File: src/rtl/dip_pkg.sv
// ----------------------------------------------------------------------------
// dip_pkg: shared types and constants of the decimal integer parser
// Character codes, mode codes, range limits and the beat bundles that pass
// between the pipeline stages.
// ----------------------------------------------------------------------------
package dip_pkg;

  typedef enum logic [1:0] {
    MODE_S64 = 2'd0,
    MODE_S32 = 2'd1,
    MODE_U64 = 2'd2,
    MODE_U32 = 2'd3
  } mode_t;

  localparam logic [7:0] CH_MINUS = 8'h2D;
  localparam logic [7:0] CH_PLUS  = 8'h2B;
  localparam logic [7:0] CH_ZERO  = 8'h30;
  localparam logic [7:0] CH_NINE  = 8'h39;

  localparam logic [63:0] LIM_S64_POS = 64'h7FFF_FFFF_FFFF_FFFF;
  localparam logic [63:0] LIM_S64_NEG = 64'h8000_0000_0000_0000;
  localparam logic [63:0] LIM_U64     = 64'hFFFF_FFFF_FFFF_FFFF;
  localparam logic [63:0] LIM_S32_POS = 64'h0000_0000_7FFF_FFFF;
  localparam logic [63:0] LIM_S32_NEG = 64'h0000_0000_8000_0000;
  localparam logic [63:0] LIM_U32     = 64'h0000_0000_FFFF_FFFF;

  // Per-digit overflow bounds: the magnitude may grow by one digit only if
  // it stays at or below limit / 10, with the last digit at most limit % 10.
  localparam logic [63:0] QUO_S64_POS = LIM_S64_POS / 64'd10;
  localparam logic [3:0]  REM_S64_POS = 4'(LIM_S64_POS % 64'd10);
  localparam logic [63:0] QUO_S64_NEG = LIM_S64_NEG / 64'd10;
  localparam logic [3:0]  REM_S64_NEG = 4'(LIM_S64_NEG % 64'd10);
  localparam logic [63:0] QUO_U64     = LIM_U64 / 64'd10;
  localparam logic [3:0]  REM_U64     = 4'(LIM_U64 % 64'd10);

  typedef struct packed {
    logic [7:0] char_code;
    logic       has_char;
    logic       last_char;
  } item_t;

  // Everything the result stage needs to finish one number.
  typedef struct packed {
    logic [63:0] acc;
    logic        minus;
    logic        ok_pre;
    mode_t       mode;
  } fin_t;

endpackage

File: src/rtl/dip_in_stage.sv
// ----------------------------------------------------------------------------
// dip_in_stage: input register of the decimal integer parser
// Holds one character beat and refills in the cycle the core takes it.
// ----------------------------------------------------------------------------
module dip_in_stage
  import dip_pkg::*;
(
  input  logic  clk,
  input  logic  rst_n,
  input  logic  in_valid,
  output logic  in_ready,
  input  item_t in_item,
  output logic  item_valid,
  output item_t item,
  input  logic  item_take
);

  logic  valid_r, valid_nxt;
  item_t item_r;

  assign in_ready   = !valid_r || item_take;
  assign item_valid = valid_r;
  assign item       = item_r;

  always_comb begin
    valid_nxt = valid_r;
    if (in_ready) begin
      valid_nxt = in_valid;
    end
  end

  always_ff @(posedge clk) begin
    if (!rst_n) begin
      valid_r <= 1'b0;
    end else begin
      valid_r <= valid_nxt;
    end
  end

  always_ff @(posedge clk) begin
    if (in_ready && in_valid) begin
      item_r <= in_item;
    end
  end

endmodule

File: src/rtl/dip_core.sv
// ----------------------------------------------------------------------------
// dip_core: per-character parse step of the decimal integer parser
// Keeps the running magnitude and sign state, checks each digit against the
// mode's 64-bit limit, and hands the finished number to the result stage.
// ----------------------------------------------------------------------------
module dip_core
  import dip_pkg::*;
(
  input  logic  clk,
  input  logic  rst_n,
  input  mode_t mode,
  input  logic  item_valid,
  input  item_t item,
  output logic  item_take,
  output logic  fin_valid,
  output fin_t  fin,
  input  logic  fin_ready_out
);

  logic [63:0] acc_r, acc_nxt;
  logic        minus_r, minus_nxt;
  logic        first_r, first_nxt;
  logic        digit_r, digit_nxt;
  logic        rej_r, rej_nxt;
  logic        fin_valid_r, fin_valid_nxt;
  fin_t        fin_r, fin_nxt;

  logic        fin_ready;
  logic [63:0] acc_w;
  logic        minus_w, digit_w, rej_w;
  logic [3:0]  dval;
  logic [63:0] quo;
  logic [3:0]  rem;
  logic [63:0] mul10;

  assign fin_ready = !fin_valid_r || fin_ready_out;
  assign item_take = item_valid && (!item.last_char || fin_ready);
  assign fin_valid = fin_valid_r;
  assign fin       = fin_r;

  assign dval  = 4'(item.char_code - CH_ZERO);
  assign mul10 = {acc_r[60:0], 3'b000} + {acc_r[62:0], 1'b0} + 64'(dval);

  always_comb begin
    if (mode[1]) begin
      quo = QUO_U64;
      rem = REM_U64;
    end else if (minus_r) begin
      quo = QUO_S64_NEG;
      rem = REM_S64_NEG;
    end else begin
      quo = QUO_S64_POS;
      rem = REM_S64_POS;
    end
  end

  // Effect of this beat's character on the parse state.
  always_comb begin
    acc_w   = acc_r;
    minus_w = minus_r;
    digit_w = digit_r;
    rej_w   = rej_r;
    if (item.has_char && !rej_r) begin
      if (first_r && item.char_code == CH_MINUS) begin
        if (mode[1]) begin
          rej_w = 1'b1;
        end else begin
          minus_w = 1'b1;
        end
      end else if (first_r && item.char_code == CH_PLUS) begin
        rej_w = rej_r;
      end else if (!(item.char_code inside {[CH_ZERO:CH_NINE]})) begin
        rej_w = 1'b1;
      end else if (acc_r > quo || (acc_r == quo && dval > rem)) begin
        rej_w = 1'b1;
      end else begin
        acc_w   = mul10;
        digit_w = 1'b1;
      end
    end
  end

  always_comb begin
    acc_nxt       = acc_r;
    minus_nxt     = minus_r;
    first_nxt     = first_r;
    digit_nxt     = digit_r;
    rej_nxt       = rej_r;
    fin_valid_nxt = fin_valid_r;
    fin_nxt       = fin_r;
    if (fin_ready) begin
      fin_valid_nxt = item_take && item.last_char;
    end
    if (item_take) begin
      if (item.last_char) begin
        fin_nxt.acc    = acc_w;
        fin_nxt.minus  = minus_w;
        fin_nxt.ok_pre = digit_w && !rej_w;
        fin_nxt.mode   = mode;
        acc_nxt        = '0;
        minus_nxt      = 1'b0;
        first_nxt      = 1'b1;
        digit_nxt      = 1'b0;
        rej_nxt        = 1'b0;
      end else begin
        acc_nxt   = acc_w;
        minus_nxt = minus_w;
        digit_nxt = digit_w;
        rej_nxt   = rej_w;
        if (item.has_char) begin
          first_nxt = 1'b0;
        end
      end
    end
  end

  always_ff @(posedge clk) begin
    if (!rst_n) begin
      acc_r       <= '0;
      minus_r     <= 1'b0;
      first_r     <= 1'b1;
      digit_r     <= 1'b0;
      rej_r       <= 1'b0;
      fin_valid_r <= 1'b0;
    end else begin
      acc_r       <= acc_nxt;
      minus_r     <= minus_nxt;
      first_r     <= first_nxt;
      digit_r     <= digit_nxt;
      rej_r       <= rej_nxt;
      fin_valid_r <= fin_valid_nxt;
    end
  end

  always_ff @(posedge clk) begin
    fin_r <= fin_nxt;
  end

endmodule

File: src/rtl/dip_out_stage.sv
// ----------------------------------------------------------------------------
// dip_out_stage: result register of the decimal integer parser
// Applies the final range checks of the mode, negates a minus number and
// holds the result beat until the receiver takes it.
// ----------------------------------------------------------------------------
module dip_out_stage
  import dip_pkg::*;
(
  input  logic        clk,
  input  logic        rst_n,
  input  logic        fin_valid,
  input  fin_t        fin,
  output logic        fin_ready,
  output logic        out_valid,
  input  logic        out_ready,
  output logic [63:0] out_value,
  output logic        out_ok
);

  logic        valid_r, valid_nxt;
  logic [63:0] value_r;
  logic        ok_r;
  logic        ok;
  logic [63:0] value;

  assign fin_ready = !valid_r || out_ready;
  assign out_valid = valid_r;
  assign out_value = value_r;
  assign out_ok    = ok_r;

  always_comb begin
    ok = fin.ok_pre;
    case (fin.mode)
      MODE_S32: begin
        if (fin.acc > (fin.minus ? LIM_S32_NEG : LIM_S32_POS)) begin
          ok = 1'b0;
        end
      end
      MODE_U64: begin
        if (fin.minus) begin
          ok = 1'b0;
        end
      end
      MODE_U32: begin
        if (fin.minus || fin.acc > LIM_U32) begin
          ok = 1'b0;
        end
      end
      default: begin
        ok = ok;
      end
    endcase
    // A mode switch in mid-number can leave a positive magnitude above the
    // signed 64-bit maximum.
    if (!fin.mode[1] && !fin.minus && fin.acc > LIM_S64_POS) begin
      ok = 1'b0;
    end
    value = '0;
    if (ok) begin
      value = fin.minus ? (64'd0 - fin.acc) : fin.acc;
    end
  end

  always_comb begin
    valid_nxt = valid_r;
    if (fin_ready) begin
      valid_nxt = fin_valid;
    end
  end

  always_ff @(posedge clk) begin
    if (!rst_n) begin
      valid_r <= 1'b0;
    end else begin
      valid_r <= valid_nxt;
    end
  end

  always_ff @(posedge clk) begin
    if (fin_ready && fin_valid) begin
      value_r <= value;
      ok_r    <= ok;
    end
  end

endmodule

File: src/rtl/decimal_integer_parser.sv
// ----------------------------------------------------------------------------
// decimal_integer_parser: ASCII decimal text to 64-bit integer
// Parses one number per run of character beats, with overflow checking.
// ----------------------------------------------------------------------------
// Usage:
//   Input beats carry one character each in in_tdata, in_tuser set when the
//   character is present, and in_tlast on the final beat of the number. A
//   beat with in_tuser low carries no character; with in_tlast it closes the
//   number (alone, it is the empty string, which is rejected).
//   One result beat comes per number: out_tdata holds the value (two's
//   complement, zero when rejected), out_tuser is set when it was accepted.
//   cfg_wr_data selects the mode (signed 64, signed 32, unsigned 64,
//   unsigned 32); write it only while no number is in flight.
// Timing:
//   One character beat per cycle while in_tready is high. The pipeline is
//   input register, parse step with its hand-off register, result register:
//   a taken last character beat passes the hand-off and result registers to
//   become the result beat. The per-character step (multiply by ten as two
//   shifts and an add, plus a limit compare) sets the cycle.
// Reset and stalls:
//   Reset clears all stages and the parse state and selects signed 64-bit.
//   A stalled result holds its beat and one more finished number can wait
//   behind it; characters keep flowing until the last beat of a third
//   finished number reaches the parse step, then in_tready drops.
// ----------------------------------------------------------------------------
module decimal_integer_parser
  import dip_pkg::*;
(
  input  logic        clk,
  input  logic        rst_n,
  input  logic        in_tvalid,
  output logic        in_tready,
  input  logic [7:0]  in_tdata,    // [7:0] char_code
  input  logic        in_tuser,    // [0] has_char
  input  logic        in_tlast,
  output logic        out_tvalid,
  input  logic        out_tready,
  output logic [63:0] out_tdata,   // [63:0] parsed_value
  output logic        out_tuser,   // [0] accepted
  input  logic        cfg_wr_en,
  input  logic [1:0]  cfg_wr_data
);

  mode_t mode_r, mode_nxt;
  item_t in_item, item;
  logic  item_valid, item_take;
  logic  fin_valid, fin_ready;
  fin_t  fin;

  assign in_item.char_code = in_tdata;
  assign in_item.has_char  = in_tuser;
  assign in_item.last_char = in_tlast;

  always_comb begin
    mode_nxt = mode_r;
    if (cfg_wr_en) begin
      mode_nxt = mode_t'(cfg_wr_data);
    end
  end

  always_ff @(posedge clk) begin
    if (!rst_n) begin
      mode_r <= MODE_S64;
    end else begin
      mode_r <= mode_nxt;
    end
  end

  dip_in_stage u_in_stage (
    .clk        (clk),
    .rst_n      (rst_n),
    .in_valid   (in_tvalid),
    .in_ready   (in_tready),
    .in_item    (in_item),
    .item_valid (item_valid),
    .item       (item),
    .item_take  (item_take)
  );

  dip_core u_core (
    .clk           (clk),
    .rst_n         (rst_n),
    .mode          (mode_r),
    .item_valid    (item_valid),
    .item          (item),
    .item_take     (item_take),
    .fin_valid     (fin_valid),
    .fin           (fin),
    .fin_ready_out (fin_ready)
  );

  dip_out_stage u_out_stage (
    .clk       (clk),
    .rst_n     (rst_n),
    .fin_valid (fin_valid),
    .fin       (fin),
    .fin_ready (fin_ready),
    .out_valid (out_tvalid),
    .out_ready (out_tready),
    .out_value (out_tdata),
    .out_ok    (out_tuser)
  );

`ifndef NO_ASSERTIONS
  a_reject_is_zero: assert property (@(posedge clk) disable iff (!rst_n)
    out_tvalid && !out_tuser |-> out_tdata == 64'd0)
    else $error("rejected result beat carries a nonzero value");

  a_empty_in_ready: assert property (@(posedge clk) disable iff (!rst_n)
    !item_valid |-> in_tready)
    else $error("input register empty but beat refused");

  a_fin_holds: assert property (@(posedge clk) disable iff (!rst_n)
    fin_valid && !fin_ready |=> fin_valid)
    else $error("finished number lost while result stage was full");

  a_reset_clears_out: assert property (@(posedge clk)
    !rst_n |=> !out_tvalid)
    else $error("result beat valid right after reset");
`endif

endmodule
File: config.mk
export PLATFORM = sky130hd
export DESIGN_NAME = decimal_integer_parser
export DESIGN_NICKNAME = d
export VERILOG_FILES = /design/src/rtl/dip_pkg.sv /design/src/rtl/dip_in_stage.sv /design/src/rtl/dip_core.sv /design/src/rtl/dip_out_stage.sv /design/src/rtl/decimal_integer_parser.sv
export SDC_FILE = /design/constraint.sdc
export NUM_CORES = 1
export LEC_CHECK = 0
export BUFFER_PORTS_ARGS = -buffer_cell sky130_fd_sc_hd__buf_4
export CORE_MARGIN = 2
export CORE_UTILIZATION = 30
export CTS_BUF_LIST = sky130_fd_sc_hd__clkbuf_16
export DETAILED_ROUTE_END_ITERATION = 6
export HOLD_SLACK_MARGIN = 0.02
export REMOVE_ABC_BUFFERS = 1
export SLEW_MARGIN = 10
export SYNTH_ARGS = -nofsm -noshare
export SYNTH_HDL_FRONTEND = slang
export SYNTH_SLANG_ARGS = --single-unit
File: constraint.sdc
create_clock -name clk -period 5.8 [get_ports clk]
set_input_delay 1.45 -clock clk [delete_from_list [all_inputs] [get_ports clk]]
set_output_delay 1.45 -clock clk [all_outputs]
set_load 0.005 [all_outputs]
**Word-level counts from Yosys, hierarchy flattened**

Cells that the tools add are included.

- Flip-flop bits (word level): 216
- Input port bits: 17
- Output and inout bits: 67
- Logic and storage cells: 99

- $add $sub $neg: 4
- Order comparisons: 7
- Equality and inequality tests: 6
- Multiplexer cells: 35
- Reduce and logical (&&, ||, !) cells: 29

Operators with widths:

| kind | count |
|---|---|
| $mux 64 | 7 |
| $add 64x4->64 | 1 |
| $add 64x64->64 | 1 |
| $eq 64x61->1 | 1 |
| $gt 64x32->1 const B | 1 |
| $gt 64x61->1 | 1 |
| $gt 64x63->1 const B | 1 |
| $gt 64x64->1 | 1 |
| $sub 1x64->64 const A | 1 |
| $mux 61 | 1 |
| $mux 32 | 1 |
| $mux 1 | 23 |
| $eq 8x6->1 const B | 2 |
| $logic_and 1x1->1 | 12 |
| $ge 8x6->1 const B | 1 |
| $le 8x6->1 const B | 1 |
| $logic_not 1->1 | 8 |
| $mux 4 | 2 |
| $logic_or 1x1->1 | 6 |
| $eq 2x2->1 const B | 2 |
| $gt 4x4->1 | 1 |
| $reduce_and 2->1 | 2 |
| $sub 4x1->4 const B | 1 |
| $pmux 1 s3 | 1 |
| other kinds (2) | 2 |

**Longest topological paths before layout**

Gate-level depths: netlist of the first run.

- Depth in word-level cells: 12
- Gate-level depth with buffers: 14
- Depth with buffers taken out: 13

**By module**

From an unflattened synthesis of the first run, not the netlist that was laid out.

- Cell total of the unflattened synthesis: 1656
- Area, all modules: 16148.0 um^2

Modules (own cells, without submodules):

| module | times used | cells an instance | area each (um^2) | seq. area each (um^2) |
|---|---|---|---|---|
| dip_core | 1 | 1189 | 10905.5 | 3423.3 |
| dip_out_stage | 1 | 446 | 4812.1 | 1971.9 |
| dip_in_stage | 1 | 15 | 357.8 | 320.3 |
| decimal_integer_parser | 1 | 6 | 72.6 | 40.0 |

**Least setup slack after synthesis of the first run**

No wires, ideal clock.

- Path type: input -> register
- Start point: input port out_tready
- End point: register u_out_stage.ok_r (netlist: u_out_stage.out_ok) (enable)
- Setup time: 0.496 ns
- Arrival: 4.426 ns
- Required time: 5.304 ns
- Slack: 0.878 ns
- Stages on the path: 2
- Buffers on the path: 0
- Cell sequence: nor2b_1 nor2b_1

- Cells in the longest elaborated chain, start to end: 2

Ends and longest elaborated chain:

| item | line | RTL |
|---|---|---|
| start, declared | decimal_integer_parser.sv:37 | `input logic out_tready,` |
| $logic_or 1x1->1 | dip_out_stage.sv:26 | `assign fin_ready = !valid_r \|\| out_ready;` |
| $logic_and 1x1->1 | dip_out_stage.sv:80 | `if (fin_ready && fin_valid) begin` |
| end signal, assigned | dip_out_stage.sv:82 | `ok_r <= ok;` |
| end, declared | dip_out_stage.sv:22 | `logic ok_r;` |

Every way passes these cells.
A chain may end at the register's enable or synchronous reset.

**Worst setup path in the final report of the first run**

- Start point: register u_core.fin_r, in the netlist u_core.fin[3]
- End point: register u_out_stage.value_r[57] (netlist: u_out_stage.out_value[57]), data pin

- Cells in the longest elaborated chain, start to end: 5
- Elaborated cells between the ends (all ways): 12
- Those cells by class: order compare: 1; mux: 7; reduce/logical: 4

Ends and longest elaborated chain:

| item | line | RTL |
|---|---|---|
| start, declared | dip_core.sv:26 | `fin_t fin_r, fin_nxt;` |
| start signal, assigned | dip_core.sv:136 | `fin_r <= fin_nxt;` |
| $mux 32 | dip_out_stage.sv:35 | `if (fin.acc > (fin.minus ? LIM_S32_NEG : LIM_S32_POS)) begin` |
| $gt 64x64->1 | dip_out_stage.sv:35 |  |
| $mux 1 | dip_out_stage.sv:35 |  |
| $pmux 1 s3 | dip_out_stage.sv:33 | `case (fin.mode)` |
| $mux 1 | dip_out_stage.sv:55 | `if (!fin.mode[1] && !fin.minus && fin.acc > LIM_S64_POS) begin` |
| end signal, assigned | dip_out_stage.sv:81 | `value_r <= value;` |
| end, declared | dip_out_stage.sv:21 | `logic [63:0] value_r;` |

Several ways; a longest one is shown, not always the timed one.

==> results.json, run 1 <==
{
  "antenna_left": 0,
  "nNetsFinal": 1925,
  "critPathMaxFanout": 38,
  "synthAdderAreaFrac": 0.1516,
  "synth-edff-count": 143,
  "post-dp-hpwl_mm": 33.47,
  "die_h_um": 234.6,
  "drt-pass1-iter-count": 6,
  "grt_pass1_wl_mm": 70.52,
  "fillers": 5397,
  "clkTransAtPathRegs_ns": 0.06,
  "regToRegSetupSlack_ns": 1.54,
  "clk_latency_ns": 0.56,
  "start_util": 0.3035,
  "gp_congestion": 0.9090,
  "routed-wl-met3_mm": 2.201,
  "wire_per_inst_um": 18.34,
  "fmax_ghz": 0.2346,
  "slew_headroom": 0.2455,
  "required_ns": 6.08,
  "cts_num_sinks": 216,
  "grt_pass1_vias": 12945,
  "yosysUniqueCellTypes": 74,
  "grtUsageTotal": 0.1602,
  "clock_skew_ns": 0.01256,
  "critPathLaunchType": "register",
  "synth.area.mux_share": 0.03915,
  "finalCritPeriodShare": 0.7348,
  "core_area_sq_mm": 0.05255,
  "synth_compound_area_frac": 0.2048,
  "crit_type": "register to register",
  "synthXorXnorAreaFrac": 0.06481,
  "ios": 84,
  "ctsHtreeMaxLevel": 1,
  "vdd_ir_drop_max_mv": 0.1989,
  "layout.area.seq_sq_mm": 0.005756,
  "vias_per_cell": 5.386,
  "rsz0062_at_grt": "no",
  "dp.cells": 2374,
  "instances_no_fill": 2426,
  "grt_max_degree": 81,
  "max_stage_delay_ns": 0.96,
  "layout-drive-gt1-share": 0.1249,
  "ys_ff_latch": 216,
  "cts_resized": 0,
  "p_per_area_mw_per_mm2": 190.6,
  "drt_iter0_markers": 891,
  "antenna_found_initial": 0,
  "period_minus_slack_ns": 4.262,
  "hp-start": "mode_r[0]",
  "finalMaxSlewViolations": 0,
  "worstMarginPinSlew_ns": 1.128,
  "syn2layout_area_growth_pct": 13.62,
  "async_reset_ff_frac": 0,
  "finalHoldViolCount": 0,
  "worst_r2r_path_depth": 13,
  "setup_viol": 0,
  "synth_seq_area_share": 0.3609,
  "vias": 13066,
  "clockRootBuffer": "clkbuf_16",
  "grt_overflow": 0,
  "fin_tns_setup_ns": 0,
  "synthCells": 1656,
  "drc": 0,
  "status": "finished, final reports clean",
  "dieWidth_um": 234.6,
  "arrival_ns": 4.54,
  "crit_end": "u_out_stage.out_value[57]",
  "met1Wirelength_mm": 19.99,
  "io_buffer_count": 83,
  "p_leak_nw": 7.585,
  "multi_input_area_sq_mm": 0.009761,
  "wirelength_mm": 44.49,
  "tritoncts": "built",
  "crit_chain": "buf_4, inv_1, ha_1, nor2b_1, o21a_1, o21a_1, o21a_1, o21a_1, o21ai_0, a31oi_1, a211o_2, buf_4, a21oi_1",
  "fin_util": 0.3448,
  "maxCapViolations": 0,
  "top_layer": "met4",
  "dieArea_sq_mm": 0.05502,
  "clock_path_buffers": 3,
  "diodes": 0,
  "synthSimpleGateAreaFrac": 0.1503,
  "startpoint": "u_core.fin[3]",
  "min_path_type": "register to register",
  "synth.cell_area_sq_mm": 0.01595,
  "cpMaxStageDelayCell": "edfxtp_1",
  "synth_top_family_by_area": "compound AO/OA/AOI/OAI gates",
  "synthFlopType": "edfxtp_1",
  "cts_made_buffers": 28,
  "r2r-end": "u_out_stage.out_value[57]",
  "reg2reg_from": "u_core.fin[3]",
  "cpMostUsedCell": "o21a_1",
  "wl_met2_mm": 20.85,
  "endpoint_kind": "register",
  "ys.warnings.count": 0,
  "cts_hold_buf": 0,
  "syn_avg_cell_area_sq_um": 9.630,
  "rows": 84,
  "postCtsSetupBuffers": 0
}
routing by layer:
layer | up-vias | global-route usage
met4 | 0 | 0.05601
li1 | 6404 | -
met2 | 292 | 0.2676
met3 | 80 | 0.02156
met5 | - | 0
met1 | 6290 | 0.2120
synthesized netlist by cell type, types with 27 or more instances:
cell | instances | area [sq um]
ha_1 | 190 | 2377
a21oi_1 | 149 | 745.7
edfxtp_1 | 143 | 4294
nand2_1 | 139 | 521.8
o21ai_0 | 91 | 455.4
xor2_1 | 85 | 744.5
dfxtp_1 | 73 | 1461
nor2_1 | 73 | 274.0
nor2b_1 | 57 | 356.6
clkbuf_1 | 52 | 195.2
mux2_2 | 51 | 574.3
a22oi_1 | 43 | 322.8
a21o_1 | 39 | 292.8
nand3_1 | 39 | 195.2
inv_1 | 37 | 138.9
xnor2_1 | 33 | 289.0
nand4_1 | 27 | 168.9
registers in the layout, summed over array words and instances (netlist names), 2 cells and up:
signal / count
u_core.acc_r: 64
mode_r: 2
u_core.fin: 68
u_in_stage.item: 10
u_out_stage.out_value: 64
power by group:
group          internal, mW  total (mW)  switching [mW]
registers              1.66        1.68          0.0223
clock network         0.939        1.61           0.675
logic                0.0590       0.156          0.0973
total                  2.66        3.45           0.794
cell type report:
class	count	share of cell area
timing repair buffer	100	0.04143
inverter	37	0.007665
clock buffer	29	0.04005
clock inverter	23	0.006975
sequential	216	0.3177
tap	688	0.04751
multi-input combinational	1333	0.5387
how the worst min path moves through the flow:
stage	end	slack, ns	cells past startpoint
2_1_floorplan	u_core.fin[0]	0.41	0
3_3_place_gp	u_core.digit_r	0.44	2
3_5_place_dp	u_core.digit_r	0.46	2
4_1_cts	u_core.digit_r	0.46	2
5_1_grt	u_core.fin[0]	0.47	0
6_report	u_core.fin[0]	0.45	0
cell usage in the layout (no fill, tap or decap), types with 11 or more instances in the layout:
master     netlist  layout
ha_1           190     190
a21oi_1        149     149
edfxtp_1       143     143
nand2_1        139     139
buf_4            0     100
o21ai_0         91      91
xor2_1          85      85
nor2_1          73      73
dfxtp_1         73      73
nor2b_1         57      56
mux2_2          51      51
inv_1           37      45
a22oi_1         43      43
nand3_1         39      39
a21o_1          39      39
xnor2_1         33      33
clkbuf_16        0      29
nand4_1         27      27
nor3_1          25      24
o31ai_1         22      22
o21bai_1        18      18
or3_1           18      18
o21a_1          16      16
a211oi_1        16      16
o211ai_1        16      16
a21boi_0        16      16
a31oi_1         13      13
and3_1          12      12
nor4_1          11      11
critical path, delay by kind of cell (launching register included):
kind                       cells  cell delay (ns)
adders and majority gates      1             0.24
buffers and inverters          3             1.12
AOI/OAI and AO/OA              8             1.45
DFF                            1             0.96
and+or+nand+nor                1             0.14
cells by family (layout without fill, tap and decap cells):
| group | after synthesis | count (layout) |
|---|---|---|
| muxes | 56 | 56 |
| and+or+nand+nor | 465 | 465 |
| buffers and inverters | 107 | 189 |
| adders and majority gates | 192 | 192 |
| AOI/OAI and AO/OA | 502 | 502 |
| DFF | 216 | 216 |
| xor gates and xnor gates | 118 | 118 |
through the flow:
step           power, mW  hold slack, ns  setup WS, ns  instance area, sq um
2_1_floorplan      1.795          0.4076        -1.052                 15630
3_3_place_gp       1.866          0.4423         1.676                 17270
3_5_place_dp       1.872          0.4564         1.598                 17270
4_1_cts            3.498          0.4641         1.548                 18120
5_1_grt            3.575          0.4745         1.253                 18120
6_report           3.453          0.4538         1.538                 18120
(Power assumes the default switching activity.)
==> run 2, diff against run 1 <==
clock period = 4.2 ns   (was 5.8 ns; I/O delays follow)
==> run 2 against run 1 <==
  * Highest routed layer unchanged
  * Critical path depth is 1 higher
  * Die area unchanged
  * Flip-flop and latch count did not move
  * Non-clock buffer count increased by 14
  * Global-route usage rose by 0.48 points
  * First-iteration DRC count fell by 3.9%
  * Routed wire length increased by 2.7%
  * Cell count increased by 0.45%
  * Final area rose by 0.65%
  * Utilization increased by 0.22 points
  * Maximum frequency rose by 8.0%
  * Combinational power is 40% higher
==> results.json, run 2 (synthesized netlist as in run 1, its figures left out) <==
{
  "cts_num_sinks": 216,
  "place_area_sq_mm": 0.01740,
  "crit_chain": "inv_1, fa_1, inv_1, fa_1, a21oi_1, o21ai_1, a211oi_1, buf_4, o2111a_1, nor2_1, a21oi_1, o21bai_1, xnor2_1, o21ai_0",
  "diodes": 0,
  "instances_no_fill": 2437,
  "maxCapViolations": 0,
  "antenna_found_initial": 0,
  "holdPathEnd": "u_core.fin[0]",
  "clockRootBuffer": "clkbuf_16",
  "drt_iter0_markers": 856,
  "worst_r2r_path_depth": 14,
  "ios": 84,
  "ctsHtreeMaxLevel": 1,
  "rows": 84,
  "period_minus_slack_ns": 3.945,
  "drt-pass1-iter-count": 5,
  "clk_latency_ns": 0.55,
  "slew_headroom": 0.3813,
  "vias": 13175,
  "clock_skew_ns": 0.01109,
  "p_leak_nw": 7.646,
  "crit_type": "register to register",
  "critPathMaxFanout": 6,
  "fillers": 5330,
  "cts_made_buffers": 27,
  "min_path_type": "register to register",
  "finalMaxSlewViolations": 0,
  "post-dp-hpwl_mm": 34.10,
  "vias_per_cell": 5.406,
  "grtUsageTotal": 0.1650,
  "dp_slack_ns": 0.1450,
  "clock_path_buffers": 3,
  "dp.cells": 2388,
  "endpoint_kind": "register",
  "postCtsSetupBuffers": 0,
  "regToRegSetupSlack_ns": 0.26,
  "required_ns": 4.48,
  "layout_setup_ws_ns": 0.2553,
  "status": "finished, final reports clean",
  "io_buffer_count": 83,
  "core_area_sq_mm": 0.05255,
  "largest_reg_flops": 68,
  "die_h_um": 234.6,
  "start_util": 0.3035,
  "vdd_ir_drop_max_mv": 0.2416,
  "drc": 0,
  "tritoncts": "built",
  "finalCritPeriodShare": 0.9392,
  "cpMaxStageDelayCell": "fa_1",
  "wire_per_inst_um": 18.75,
  "setup_viol": 0,
  "worstMarginPinSlew_ns": 0.9281,
  "reg2reg_from": "u_core.acc_r[2]",
  "critPathLaunchType": "register",
  "dieWidth_um": 234.6,
  "fmax_ghz": 0.2535,
  "syn2layout_area_growth_pct": 14.36,
  "fin_tns_setup_ns": 0,
  "p_per_area_mw_per_mm2": 260.0,
  "r2r-end": "u_core.fin[50]",
  "path_buf_inv": 3,
  "grt_pass1_vias": 12985,
  "grt_max_degree": 81,
  "cts_hold_buf": 0,
  "nNetsFinal": 1938,
  "finalHoldViolCount": 0,
  "arrival_ns": 4.22,
  "mostFrequentLayoutCells": "ha_1, a21oi_1, edfxtp_1",
  "gp_congestion": 0.9036,
  "grt_overflow": 0,
  "cp_top_family": "compound AO/OA/AOI/OAI gates",
  "max_stage_delay_ns": 0.48,
  "mostFrequentLayoutCell": "ha_1",
  "dieArea_sq_mm": 0.05502,
  "grt_pass1_wl_mm": 72.15,
  "rsz0062_at_grt": "no",
  "hp-start": "mode_r[0]",
  "layout-drive-gt1-share": 0.1315,
  "antenna_left": 0,
  "fin_area_sq_mm": 0.01824,
  "whs_path_depth": 0,
  "cts_resized": 0,
  "clkTransAtPathRegs_ns": 0.06,
  "wirelength_mm": 45.70
}
==> run 2: cell count changes in the layout (fill, tap and decap cells not counted), moves of 2 or more <==
cell / change
clkinv_2: -3
buf_12: +2
buf_4: +12
clkinv_1: +3
clkbuf_16: -2
inv_1: -2
==> run 2: cell type report <==
cell class | instances | area, sq um | share of cell area
timing repair buffer | 114 | 880.8 | 0.04830
inverter | 37 | 138.9 | 0.007616
sequential | 216 | 5756 | 0.3156
clock buffer | 27 | 675.6 | 0.03705
multi-input combinational | 1333 | 9779 | 0.5363
clock inverter | 22 | 145.1 | 0.007959
tap | 688 | 860.8 | 0.04720
==> run 2: worst max-delay path by stage <==
stage               depth (start not counted)          startpoint  slack [ns]               end
floorplan                                  11           mode_r[1]       -2.65  u_core.acc_r[46]
global placement                           14  u_in_stage.item[5]        0.25    u_core.fin[60]
detailed placement                         14  u_in_stage.item[5]        0.14    u_core.fin[60]
CTS                                        14  u_in_stage.item[5]        0.08    u_core.fin[60]
global route                               15     u_core.acc_r[2]      0.0005    u_core.fin[51]
finish                                     14     u_core.acc_r[2]        0.26    u_core.fin[50]
==> run 2: worst register-to-register path, delay by kind of cell, from the launching register on <==
kind	cells	cell delay, ns
xor gates and xnor gates	1	0.20
and+or+nand+nor	1	0.13
AOI/OAI and AO/OA	7	1.59
buffers and inverters	3	0.39
DFF	1	0.43
adders and majority gates	2	0.95
==> run 2: where the power goes <==
group          switching, mW  internal [mW]
clock                  0.921           1.28
combinational          0.134         0.0844
sequential            0.0329           2.29
==> run 2: routing by layer <==
metal  track usage  vias to the layer above  wire, um
li1              -                     6441         -
met1        0.2172                     6350     20450
met2        0.2773                      304     21430
met3       0.01805                       80      2149
met4       0.06368                        0      1668
met5             0                        -         0
==> run 2: metrics by stage <==
| stage | util | total power, mW | hold slack (ns) |
|---|---|---|---|
| after detailed placement | 0.3310 | 2.590 | 0.4355 |
| after global routing | 0.3470 | 4.914 | 0.4709 |
| after floorplan | - | 2.479 | 0.4076 |
| final | 0.3470 | 4.742 | 0.4631 |
| after global placement | 0.3310 | 2.583 | 0.4239 |
| after CTS | 0.3467 | 4.808 | 0.4633 |
==> run 3, diff against run 2 <==
CELL_PAD_IN_SITES_DETAIL_PLACEMENT = 0   (was default)
CELL_PAD_IN_SITES_GLOBAL_PLACEMENT = 1   (was default)
PLACE_DENSITY_LB_ADDON = 0.1   (was default)
==> run 3 against run 2 <==
  * Non-clock buffer count grew 16
  * Via count is the same
  * Total power increased by 3.4%
  * Flip-flop and latch count is the same
  * Utilization is 0.41 points higher
  * Register-to-register slack worse by 0.02 ns
  * Routed wire length grew 12%
  * Sequential share of layout area decreased by 0.37 points
  * Largest cell class unchanged
==> results.json, run 3 (synthesized netlist as in run 1, its figures left out) <==
{
  "status": "finished, final reports clean",
  "maxCapViolations": 0,
  "max_stage_delay_ns": 0.48,
  "hold_slack_ns": 0.4365,
  "mostFrequentLayoutCells": "ha_1, a21oi_1, edfxtp_1",
  "layout-drive-gt1-share": 0.1416,
  "wirelength_mm": 51.24,
  "critPathLaunchType": "register",
  "syn2layout_area_growth_pct": 15.72,
  "required_ns": 4.51,
  "grt_overflow": 0,
  "diodes": 0,
  "arrival_ns": 4.27,
  "drt-pass1-iter-count": 5,
  "cts_hold_buf": 0,
  "fin_util": 0.3512,
  "rows": 84,
  "largest_reg_flops": 68,
  "grt_pass1_wl_mm": 78.86,
  "min_path_type": "register to register",
  "vias": 13175,
  "fillers": 5369,
  "rsz0062_at_grt": "no",
  "endpoint_kind": "register",
  "start_util": 0.3035,
  "p_sw_frac": 0.2283,
  "post-dp-hpwl_mm": 40.13,
  "cts_num_sinks": 216,
  "comb_power_share": 0.048,
  "cp_top_family": "compound AO/OA/AOI/OAI gates",
  "cpMaxStageDelayCell": "a211oi_1",
  "ctsHtreeMaxLevel": 1,
  "startpoint": "u_core.acc_r[37]",
  "ios": 84,
  "gp_congestion": 0.8494,
  "clk_latency_ns": 0.56,
  "fmax_ghz": 0.2523,
  "seq_power_share": 0.475,
  "clock_path_buffers": 3,
  "clkTransAtPathRegs_ns": 0.06,
  "core_area_sq_mm": 0.05255,
  "finalCritPeriodShare": 0.9436,
  "total_power_mw": 4.904,
  "reg2reg_from": "u_core.acc_r[37]",
  "crit_type": "register to register",
  "nNetsFinal": 1954,
  "grt_max_degree": 95,
  "dieArea_sq_mm": 0.05502,
  "period_minus_slack_ns": 3.963,
  "grtUsageTotal": 0.1861,
  "antenna_found_initial": 6,
  "switchingPower_mw": 1.120,
  "clock_skew_ns": 0.01809,
  "finalMaxSlewViolations": 0,
  "p_leak_nw": 7.750,
  "vias_per_cell": 5.371,
  "io_buffer_count": 83,
  "p_int_mw": 3.784,
  "slew_headroom": 0.3641,
  "antenna_left": 0,
  "worstMarginPinSlew_ns": 0.9539,
  "finalHoldViolCount": 0,
  "die_h_um": 234.6,
  "drc": 0,
  "tritoncts": "built",
  "critPathMaxFanout": 8,
  "vdd_ir_drop_max_mv": 0.2516,
  "clockRootBuffer": "clkbuf_16",
  "wire_per_inst_um": 20.89,
  "p_per_area_mw_per_mm2": 265.7,
  "cts_made_buffers": 27,
  "dieWidth_um": 234.6,
  "mostFrequentLayoutCell": "ha_1",
  "path_buf_inv": 1,
  "setup_viol": 0,
  "grt_pass1_vias": 13000,
  "p_clk_frac": 0.477,
  "crit_chain": "ha_1, ha_1, nand4_1, nor4_1, nand3_1, a211oi_1, a211oi_1, buf_4, a311oi_1, a211oi_2, xnor2_1, mux2_2",
  "drt_iter0_markers": 861,
  "hp-start": "mode_r[0]"
}
==> run 3: changes by cell type in the layout (fill, tap and decap cells not counted), moves of 2 or more <==
cell / previous run / this run
clkinvlp_4: 0 / 2
buf_4: 112 / 125
buf_12: 2 / 5
bufinv_16: 2 / 4
a211oi_2: 1 / 4
a211oi_1: 15 / 12
clkinv_1: 8 / 6
==> run 3: area by class of cell <==
cell class | instances | area, sq um | area share
Timing Repair Buffer | 130 | 1039 | 0.05628
Inverter | 37 | 138.9 | 0.007526
Clock buffer | 27 | 675.6 | 0.03661
Sequential cell | 216 | 5756 | 0.3119
Multi-Input combinational cell | 1333 | 9781 | 0.5300
Clock inverter | 22 | 203.9 | 0.01105
Tap cell | 688 | 860.8 | 0.04665
==> run 3: per-stage QoR <==
stage	instances	TNS (ns)	instance area [sq um]	setup WS, ns
finish	2453	0	18450	0.2370
CTS	2452	0	18430	0.1168
global placement	2403	0	17550	0.1008
floorplan	1586	-228.17	15630	-2.652
global route	2453	0	18450	0.05560
detailed placement	2403	0	17550	0.1293
==> run 3: timing repair <==
| action | in CTS | in global routing |
|---|---|---|
| gates resized for setup | 0 | 5 |
| setup buffers | 0 | 1 |
| endpoints found under the setup margin | 0 | 10 |
==> run 3: path summary, 6_finish.rpt <==
check,endpoint,slack [ns],cells after the start
setup reg to reg,u_core.fin[60],0.24,12
hold / removal,u_core.fin[0],0.44,0
hold reg to reg,u_core.fin[0],0.44,0
setup / recovery,u_core.fin[60],0.24,12
==> run 3: per-layer routing <==
| metal | part of all wire | wire length [um] | global-route usage | vias to the layer above |
|---|---|---|---|---|
| met4 | 0.017 | 870 | 0.03911 | 0 |
| li1 | - | - | - | 6470 |
| met3 | 0.047 | 2401 | 0.02217 | 58 |
| met5 | 0 | 0 | 0 | - |
| met1 | 0.50 | 25660 | 0.2738 | 6384 |
| met2 | 0.44 | 22320 | 0.2912 | 263 |
==> run 3: power by group through the flow <==
stage	registers, mW	logic (mW)	clock network (mW)
after detailed placement	2.37	0.239	0
after CTS	2.33	0.239	2.42
final	2.33	0.235	2.34
after global routing	2.33	0.261	2.50
after floorplan	2.36	0.116	0
after global placement	2.37	0.236	0
